**config.mk**
```make
export PLATFORM = sky130hd
export DESIGN_NAME = chunked_transfer_decoder
export DESIGN_NICKNAME = d
export VERILOG_FILES = /design/src/rtl/ctd_pkg.sv /design/src/rtl/ctd_line_parse.sv /design/src/rtl/chunked_transfer_decoder.sv
export SDC_FILE = /design/constraint.sdc
export NUM_CORES = 1
export LEC_CHECK = 0
export BUFFER_PORTS_ARGS = -buffer_cell sky130_fd_sc_hd__buf_2
export CORE_AREA = 2 2 122 124
export DETAILED_ROUTE_END_ITERATION = 10
export DIE_AREA = 0 0 124 126
export PLACE_DENSITY = 0.65
export SYNTH_ARGS = -nofsm -noshare
export SYNTH_HDL_FRONTEND = slang
export SYNTH_SLANG_ARGS = --single-unit
```
**constraint.sdc**
```tcl
create_clock -name clk -period 3.5 [get_ports clk]
set_input_delay 0.7 -clock clk [delete_from_list [all_inputs] [get_ports clk]]
set_output_delay 0.7 -clock clk [all_outputs]
set_load 0.02 [all_outputs]
```
**src/rtl/ctd_pkg.sv**
```systemverilog
// ----------------------------------------------------------------------------
// ctd_pkg
// Shared types, character codes and byte classifiers for the chunked
// transfer decoder.
// ----------------------------------------------------------------------------
package ctd_pkg;

    localparam int SIZE_BITS_DEF = 32;

    localparam logic [7:0] CH_SEMI = 8'h3B;
    localparam logic [7:0] CH_CR   = 8'h0D;
    localparam logic [7:0] CH_LF   = 8'h0A;
    localparam logic [7:0] CH_SP   = 8'h20;
    localparam logic [7:0] CH_TAB  = 8'h09;
    localparam logic [7:0] CH_I    = 8'h69;
    localparam logic [7:0] CH_E    = 8'h65;
    localparam logic [7:0] CH_O    = 8'h6F;
    localparam logic [7:0] CH_F    = 8'h66;

    // extension match progress: 0..3 chars matched, then full or failed
    localparam logic [2:0] EXT_NONE = 3'd0;
    localparam logic [2:0] EXT_FULL = 3'd4;
    localparam logic [2:0] EXT_FAIL = 3'd5;

    localparam logic [1:0] SEMI_NONE = 2'd0;
    localparam logic [1:0] SEMI_ONE  = 2'd1;
    localparam logic [1:0] SEMI_MANY = 2'd2;

    typedef enum logic [1:0] {
        HX_IDLE   = 2'd0,
        HX_DIGITS = 2'd1,
        HX_DONE   = 2'd2
    } hex_status_t;

    typedef struct packed {
        logic        prev_was_cr;
        hex_status_t hex_status;
        logic [1:0]  semi_cnt;
        logic [2:0]  ext_match;
        logic        ext_tail_ok;
    } line_state_t;

    localparam line_state_t LINE_CLEAR = '{
        prev_was_cr: 1'b0,
        hex_status:  HX_IDLE,
        semi_cnt:    SEMI_NONE,
        ext_match:   EXT_NONE,
        ext_tail_ok: 1'b1
    };

    function automatic logic is_ws(input logic [7:0] c);
        return (c == CH_SP) || ((c >= CH_TAB) && (c <= CH_CR));
    endfunction

    function automatic logic is_hex(input logic [7:0] c);
        return ((c >= 8'h30) && (c <= 8'h39)) ||
               ((c >= 8'h61) && (c <= 8'h66)) ||
               ((c >= 8'h41) && (c <= 8'h46));
    endfunction

    function automatic logic [3:0] hex_val(input logic [7:0] c);
        logic [7:0] t;
        if (c <= 8'h39)
            t = c - 8'h30;
        else if (c >= 8'h61)
            t = c - 8'h57;
        else
            t = c - 8'h37;
        return t[3:0];
    endfunction

    function automatic logic [7:0] ieof_char(input logic [1:0] idx);
        logic [7:0] r;
        case (idx)
            2'd0:    r = CH_I;
            2'd1:    r = CH_E;
            2'd2:    r = CH_O;
            default: r = CH_F;
        endcase
        return r;
    endfunction

    // Control part of one line-text byte (size digits are handled by caller).
    function automatic line_state_t take_text_ctl(input line_state_t s,
                                                  input logic [7:0] c);
        line_state_t r;
        r = s;
        if (c == CH_SEMI) begin
            if (s.semi_cnt != SEMI_MANY)
                r.semi_cnt = s.semi_cnt + 2'd1;
        end
        else if (s.semi_cnt == SEMI_NONE) begin
            if ((s.hex_status != HX_DONE) && !((s.hex_status == HX_IDLE) && is_ws(c)))
                r.hex_status = is_hex(c) ? HX_DIGITS : HX_DONE;
        end
        else if (s.semi_cnt == SEMI_ONE) begin
            if (s.ext_match == EXT_FAIL) begin
                r.ext_match = EXT_FAIL;
            end
            else if (s.ext_match == EXT_FULL) begin
                if (!is_ws(c))
                    r.ext_tail_ok = 1'b0;
            end
            else if (!((s.ext_match == EXT_NONE) && is_ws(c))) begin
                if (c == ieof_char(s.ext_match[1:0]))
                    r.ext_match = s.ext_match + 3'd1;
                else
                    r.ext_match = EXT_FAIL;
            end
        end
        return r;
    endfunction

endpackage

```
**src/rtl/ctd_line_parse.sv**
```systemverilog
// ----------------------------------------------------------------------------
// ctd_line_parse
// Size line parser: one byte of chunk size line text per cycle, with the
// pending CR folded back in when no LF follows it.
// ----------------------------------------------------------------------------
module ctd_line_parse #(
    parameter int SIZE_BITS = ctd_pkg::SIZE_BITS_DEF
) (
    input  ctd_pkg::line_state_t   line_state,
    input  logic [SIZE_BITS-1:0]   size_accum,
    input  logic [7:0]             in_byte,
    output ctd_pkg::line_state_t   line_next,
    output logic [SIZE_BITS-1:0]   accum_next,
    output logic                   ovf_set,
    output logic                   line_end
);
    import ctd_pkg::*;

    line_state_t s_cr;
    line_state_t s_byte;
    logic        take_digit;

    assign line_end = line_state.prev_was_cr && (in_byte == CH_LF);

    // a CR never adds a digit, so at most one digit lands per cycle
    always_comb
    begin
        s_cr   = line_state.prev_was_cr ? take_text_ctl(line_state, CH_CR) : line_state;
        s_byte = take_text_ctl(s_cr, in_byte);

        take_digit = (in_byte != CH_SEMI) && (in_byte != CH_CR) &&
                     (s_cr.semi_cnt == SEMI_NONE) && (s_cr.hex_status != HX_DONE) &&
                     !((s_cr.hex_status == HX_IDLE) && is_ws(in_byte)) &&
                     is_hex(in_byte);

        if (in_byte == CH_CR) begin
            line_next             = s_cr;
            line_next.prev_was_cr = 1'b1;
        end
        else begin
            line_next             = s_byte;
            line_next.prev_was_cr = 1'b0;
        end

        ovf_set    = 1'b0;
        accum_next = size_accum;
        if (take_digit) begin
            if (size_accum[SIZE_BITS-1 -: 4] != 4'd0) begin
                accum_next = '1;
                ovf_set    = 1'b1;
            end
            else begin
                accum_next = {size_accum[SIZE_BITS-5:0], hex_val(in_byte)};
            end
        end
    end

endmodule

```
**src/rtl/chunked_transfer_decoder.sv**
```systemverilog
// ----------------------------------------------------------------------------
// chunked_transfer_decoder
// Chunk-encoded byte stream in, payload bytes and one end marker per payload
// out.
// ----------------------------------------------------------------------------
// Throughput: one byte accepted per clock, sustained, while results drain.
// A result appears in the cycle after the byte that causes it.
// The rate is set by the single-pass byte state update into the state and
// result registers; src_stall rises only while a held result is stalled.
// Reset (rst_n low, asynchronous): decoder returns to reading a size line,
// flags clear, result register empties.
// ----------------------------------------------------------------------------
module chunked_transfer_decoder #(
    parameter int SIZE_BITS = ctd_pkg::SIZE_BITS_DEF
) (
    input  logic       clk,
    input  logic       rst_n,
    // request channel: encoded bytes
    input  logic       src_valid,
    output logic       src_stall,
    input  logic [7:0] in_byte,
    // result channel: payload bytes and end marker
    output logic       res_valid,
    input  logic       res_stall,
    output logic       kind,
    output logic [7:0] data_byte,
    output logic       ieof_seen,
    output logic       size_overflow
);
    import ctd_pkg::*;

    // Phase of the chunk framing. Codes above END_B are never entered and
    // behave as LINE (default arm below).
    typedef enum logic [2:0] {
        PH_LINE  = 3'd0,  // collecting a size line
        PH_DATA  = 3'd1,  // passing chunk data through
        PH_TRL_A = 3'd2,  // first dropped byte after data
        PH_TRL_B = 3'd3,  // second dropped byte after data
        PH_END_A = 3'd4,  // first dropped byte after zero-size line
        PH_END_B = 3'd5   // second one: emits the end marker
    } phase_t;

    phase_t               phase_reg;
    line_state_t          line_reg;
    logic [SIZE_BITS-1:0] size_accum_reg;
    logic [SIZE_BITS-1:0] bytes_left_reg;
    logic                 overflow_reg;

    logic                 res_valid_reg;
    logic                 kind_reg;
    logic [7:0]           data_byte_reg;
    logic                 ieof_reg;
    logic                 ovf_out_reg;

    logic                 accept;
    line_state_t          lp_next;
    logic [SIZE_BITS-1:0] lp_accum;
    logic                 lp_ovf;
    logic                 lp_end;
    logic [SIZE_BITS-1:0] left_dec;
    logic                 ext_ok;

    // A new request is held off only if the result register is full and
    // its consumer is stalling; otherwise the result slot frees this edge.
    assign src_stall = res_valid_reg && res_stall;
    assign accept    = src_valid && !src_stall;

    ctd_line_parse #(
        .SIZE_BITS (SIZE_BITS)
    ) u_line_parse (
        .line_state (line_reg),
        .size_accum (size_accum_reg),
        .in_byte    (in_byte),
        .line_next  (lp_next),
        .accum_next (lp_accum),
        .ovf_set    (lp_ovf),
        .line_end   (lp_end)
    );

    assign left_dec = (bytes_left_reg != '0) ? bytes_left_reg - 1'b1 : bytes_left_reg;

    // final chunk's extension must be exactly one ';' then trimmed "ieof"
    assign ext_ok = (line_reg.semi_cnt == SEMI_ONE) && (line_reg.ext_match == EXT_FULL) &&
                    line_reg.ext_tail_ok;

    always_ff @(posedge clk or negedge rst_n)
    begin
        if (!rst_n) begin
            phase_reg      <= PH_LINE;
            line_reg       <= LINE_CLEAR;
            size_accum_reg <= '0;
            bytes_left_reg <= '0;
            overflow_reg   <= 1'b0;
            res_valid_reg  <= 1'b0;
            kind_reg       <= 1'b0;
            data_byte_reg  <= 8'd0;
            ieof_reg       <= 1'b0;
            ovf_out_reg    <= 1'b0;
        end
        else begin
            if (res_valid_reg && !res_stall)
                res_valid_reg <= 1'b0;

            if (accept) begin
                case (phase_reg)
                    PH_DATA:
                    begin
                        res_valid_reg  <= 1'b1;
                        kind_reg       <= 1'b0;
                        data_byte_reg  <= in_byte;
                        ieof_reg       <= 1'b0;
                        ovf_out_reg    <= overflow_reg;
                        bytes_left_reg <= left_dec;
                        if (left_dec == '0)
                            phase_reg <= PH_TRL_A;
                    end
                    PH_TRL_A:
                    begin
                        phase_reg <= PH_TRL_B;
                    end
                    PH_TRL_B:
                    begin
                        line_reg       <= LINE_CLEAR;
                        size_accum_reg <= '0;
                        phase_reg      <= PH_LINE;
                    end
                    PH_END_A:
                    begin
                        phase_reg <= PH_END_B;
                    end
                    PH_END_B:
                    begin
                        res_valid_reg  <= 1'b1;
                        kind_reg       <= 1'b1;
                        data_byte_reg  <= 8'd0;
                        ieof_reg       <= ext_ok;
                        ovf_out_reg    <= overflow_reg;
                        overflow_reg   <= 1'b0;
                        bytes_left_reg <= '0;
                        line_reg       <= LINE_CLEAR;
                        size_accum_reg <= '0;
                        phase_reg      <= PH_LINE;
                    end
                    default:
                    begin
                        // size line byte; CR LF closes the line
                        if (lp_end) begin
                            line_reg.prev_was_cr <= 1'b0;
                            if (size_accum_reg != '0) begin
                                bytes_left_reg <= size_accum_reg;
                                phase_reg      <= PH_DATA;
                            end
                            else begin
                                phase_reg <= PH_END_A;
                            end
                        end
                        else begin
                            line_reg       <= lp_next;
                            size_accum_reg <= lp_accum;
                            phase_reg      <= PH_LINE;
                            if (lp_ovf)
                                overflow_reg <= 1'b1;
                        end
                    end
                endcase
            end
        end
    end

    assign res_valid     = res_valid_reg;
    assign kind          = kind_reg;
    assign data_byte     = data_byte_reg;
    assign ieof_seen     = ieof_reg;
    assign size_overflow = ovf_out_reg;

    // data phase is only entered with a nonzero count and left at zero
    a_data_count: assert property (@(posedge clk) disable iff (!rst_n)
        (phase_reg == PH_DATA) |-> (bytes_left_reg != '0))
        else $error("data phase with zero bytes left");

    a_data_emits: assert property (@(posedge clk) disable iff (!rst_n)
        (accept && (phase_reg == PH_DATA)) |=>
            (res_valid && !kind && (data_byte == $past(in_byte))))
        else $error("data byte not forwarded");

    a_marker_clean: assert property (@(posedge clk) disable iff (!rst_n)
        (accept && (phase_reg == PH_END_B)) |=> (res_valid && kind && (data_byte == 8'd0) &&
                                                 (phase_reg == PH_LINE) && !overflow_reg))
        else $error("end marker or payload restart wrong");

    a_trailer_silent: assert property (@(posedge clk) disable iff (!rst_n)
        (accept && ((phase_reg == PH_TRL_A) || (phase_reg == PH_END_A))) |=>
            ((phase_reg == PH_TRL_B) || (phase_reg == PH_END_B)))
        else $error("trailer byte handling wrong");

endmodule
```
==> flow_metrics.py <==
metrics = {
    "timing": {
        "worstMarginPinSlew_ps": 941.9,
        "slew_viol_final": 0,
        "hold_violations": 0,
        "max_freq_mhz": 300.2,
        "clock_skew_ps": 10.50,
        "slew_headroom_pct": 36.97,
        "rsz0062_at_grt": "no",
        "min_period_over_period_pct": 95.16,
        "setup_violations": 0,
        "period_minus_slack_ps": 3331,
        "finalSetupTns_ps": 0,
    },
    "critical_path": {
        "startpoint_type": "flip-flop",
        "reg2reg_from": "bytes_left_reg[17]",
        "cp.depth": 8,
        "startpoint": "bytes_left_reg[17]",
        "cp.required_ps": 3720,
        "slowest_stage": "a2111oi_0",
        "critPathKind": "reg -> reg",
        "timing.rr.end": "phase_reg[0]",
        "slowest_delay_ps": 590,
        "r2r_cells": 8,
        "path_cells": "or4_1 > or3_1 > a2111oi_0 > xor2_1 > a211oi_1 > nand4_1 > o21ai_1 > nand3_1",
        "critPathCaptureType": "flip-flop",
        "worstPathArrival_ps": 3550,
        "cpLargestDelayFamily": "simple AND/OR/NAND/NOR gates",
        "cp_max_fo": 9,
        "timing.reg2reg.setup_slack_ps": 170,
        "cp-endpoint": "phase_reg[0]",
        "cp.buffers_inverters": 0,
    },
    "synth": {
        "netlist_area_sq_mm": 0.005629,
        "avgSynthCellArea_sq_um": 8.389,
        "yosysUniqueCellTypes": 67,
        "synth_top_family_by_area": "compound AO/OA/AOI/OAI gates",
        "synth.most_common_cell": "dfrtp_1",
        "synth-simple-area-share_pct": 24.87,
        "yosysSeqAreaShare_pct": 39.59,
        "yosysTopAreaCellShare_pct": 39.12,
        "synth_common_cells": "dfrtp_1 (88), nor2_1 (83), nand2_1 (74)",
        "yosysTopAreaCell": "dfrtp_1",
        "synth.area.top_cells": "dfrtp_1 (39%), nor2_1 (5.5%), o21ai_0 (5.3%), o2bb2ai_1 (5.1%), nand2_1 (4.9%)",
        "muxShareOfSynthArea_pct": 0.4001,
        "yosys_warnings": 0,
        "ys.flop_type": "dfrtp_1",
        "synthCells": 671,
        "ys_seq_elements": 89,
        "synth_compound_area_share_pct": 24.98,
        "synth_fa_ha_area_share_pct": 2.890,
        "synth_edf_count": 0,
        "async_reset_ff_share_pct": 100.0,
        "synth_xor_area_share_pct": 3.112,
        "synth_nets": 696,
    },
    "detailed_routing": {
        "wire_per_inst_microns": 18.91,
        "routed_via_density": 6.120,
        "drc": 0,
        "firstDrtPassIters": 5,
        "drtAntennaViolNets": 0,
        "drt_iter0_markers": 386,
        "finalWirelength_microns": 16530,
        "vias": 5349,
    },
    "final_layout": {
        "drive_gt1_share_pct": 12.75,
        "antenna_cells": 0,
        "fin_area_sq_mm": 0.006282,
        "final_util_pct": 43.89,
        "fin_cells": 874,
        "areaGrowthSynthToFinish_pct": 11.60,
        "nNetsFinal": 711,
    },
    "floorplanning": {
        "die-area_sq_mm": 0.01562,
        "rows": 44,
        "ios": 25,
        "die_h_microns": 126,
        "start_util_pct": 39.33,
        "die_x_microns": 124,
        "coreArea_sq_mm": 0.01431,
    },
    "cts": {
        "post_cts_buffers": 0,
        "hold_buffers": 0,
        "cts_tree": "yes",
        "cts_root_buffer": "clkbuf_16",
        "clock_path_buffers": 2,
        "clock_latency_ps": 350,
        "cts_buffers": 9,
        "ctsResizeCount": 0,
        "cts_max_level": 3,
        "clock_sinks": 89,
        "path_clk_slew_ps": 70,
    },
    "min_path": {
        "min_path_type": "in -> async",
    },
    "power_and_ir_drop": {
        "p_leak_uw": 0.002537,
        "ir_drop_mv": 0.2927,
        "powerDensity_mw_per_mm2": 587.8,
    },
    "placement": {
        "gp_congestion": 0.9183,
        "dp_hpwl_microns": 12000,
        "portBuffers": 24,
        "placed_area_sq_mm": 0.006008,
        "numPlacedInstances": 859,
    },
    "grt": {
        "grt_usage_pct": 22.28,
        "grt_max_degree": 51,
        "grt_pass1_vias": 5219,
        "overflow": 0,
        "grt_pass1_wl_microns": 27410,
        "antenna_found_initial": 0,
    },
    "outcome": {
        "outcome": "finished, final reports clean",
    },
    "flow_run": {
        "max_cap_viol_count": 0,
    },
}
## cell type report
class	instances	area (sq um)
Clock buffer	9	225.2
Clock inverter	6	48.80
Fill cell	1438	8031
Inverter	17	63.81
Multi-Input combinational cell	521	3171
Sequential cell	89	2228
Tap cell	184	230.2
Timing Repair Buffer	48	315.3
## cell usage in the layout, fill, tap and decap left out, drive strengths merged, types with 11 or more instances in the layout
cell type  instances
o21ai             62
nand2             74
a22oi             11
or4               11
buf               48
nor4              21
nor3              24
xnor2             13
o2bb2ai           33
dfrtp             88
nor2              83
nand3             14
inv               20
a21oi             30
ha                13
## logic make-up (layout without fill, tap and decap cells)
| logic type | Yosys count | in the layout |
|---|---|---|
| muxes | 2 | 2 |
| DFF | 89 | 89 |
| buffers and inverters | 61 | 80 |
| AOI/OAI and AO/OA | 208 | 208 |
| adders and majority gates | 13 | 13 |
| and+or+nand+nor | 278 | 278 |
| xor gates and xnor gates | 20 | 20 |
## layer usage
layer	global-route usage, %	part of all wire [%]	up-vias
met5	0	0	-
met4	7.469	1.8	0
met3	4.031	6.6	31
met2	35.13	48	223
met1	30.85	44	2573
li1	-	-	2522
## power by group
| part | switching [uW] | internal (uW) | total [uW] |
|---|---|---|---|
| logic | 771 | 506 | 1280 |
| registers | 288 | 1220 | 1500 |
| clock network | 425 | 486 | 911 |
| total | 1480 | 2210 | 3690 |
## metrics by stage
step	hold slack, ps	worst slack, ps	total power [uW]
4_1_cts	378.6	249.4	3696
2_1_floorplan	404.4	668.2	2334
6_report	351.0	169.3	3693
5_1_grt	407.1	43.12	3934
3_5_place_dp	470.9	254.9	2765
3_3_place_gp	464.1	250.4	2753
## how the worst min path moves through the flow
stage | startpoint | slack (ps) | end | cells after the start
after floorplan | rst_n | 400 | bytes_left_reg[0] | 0
after global placement | data_byte[4] | 460 | data_byte[4] | 2
after detailed placement | data_byte[5] | 470 | data_byte[5] | 2
after CTS | rst_n | 380 | bytes_left_reg[17] | 1
after global routing | rst_n | 410 | bytes_left_reg[17] | 1
final | rst_n | 350 | bytes_left_reg[17] | 1
## worst reg2reg max path: cells and delay by family, from the launching register on
family / cells / cell delay, ps
and+or+nand+nor: 4 / 1300
AOI/OAI and AO/OA: 3 / 1100
DFF: 1 / 520
xor gates and xnor gates: 1 / 290
Power figures use the tool's default switching activity.
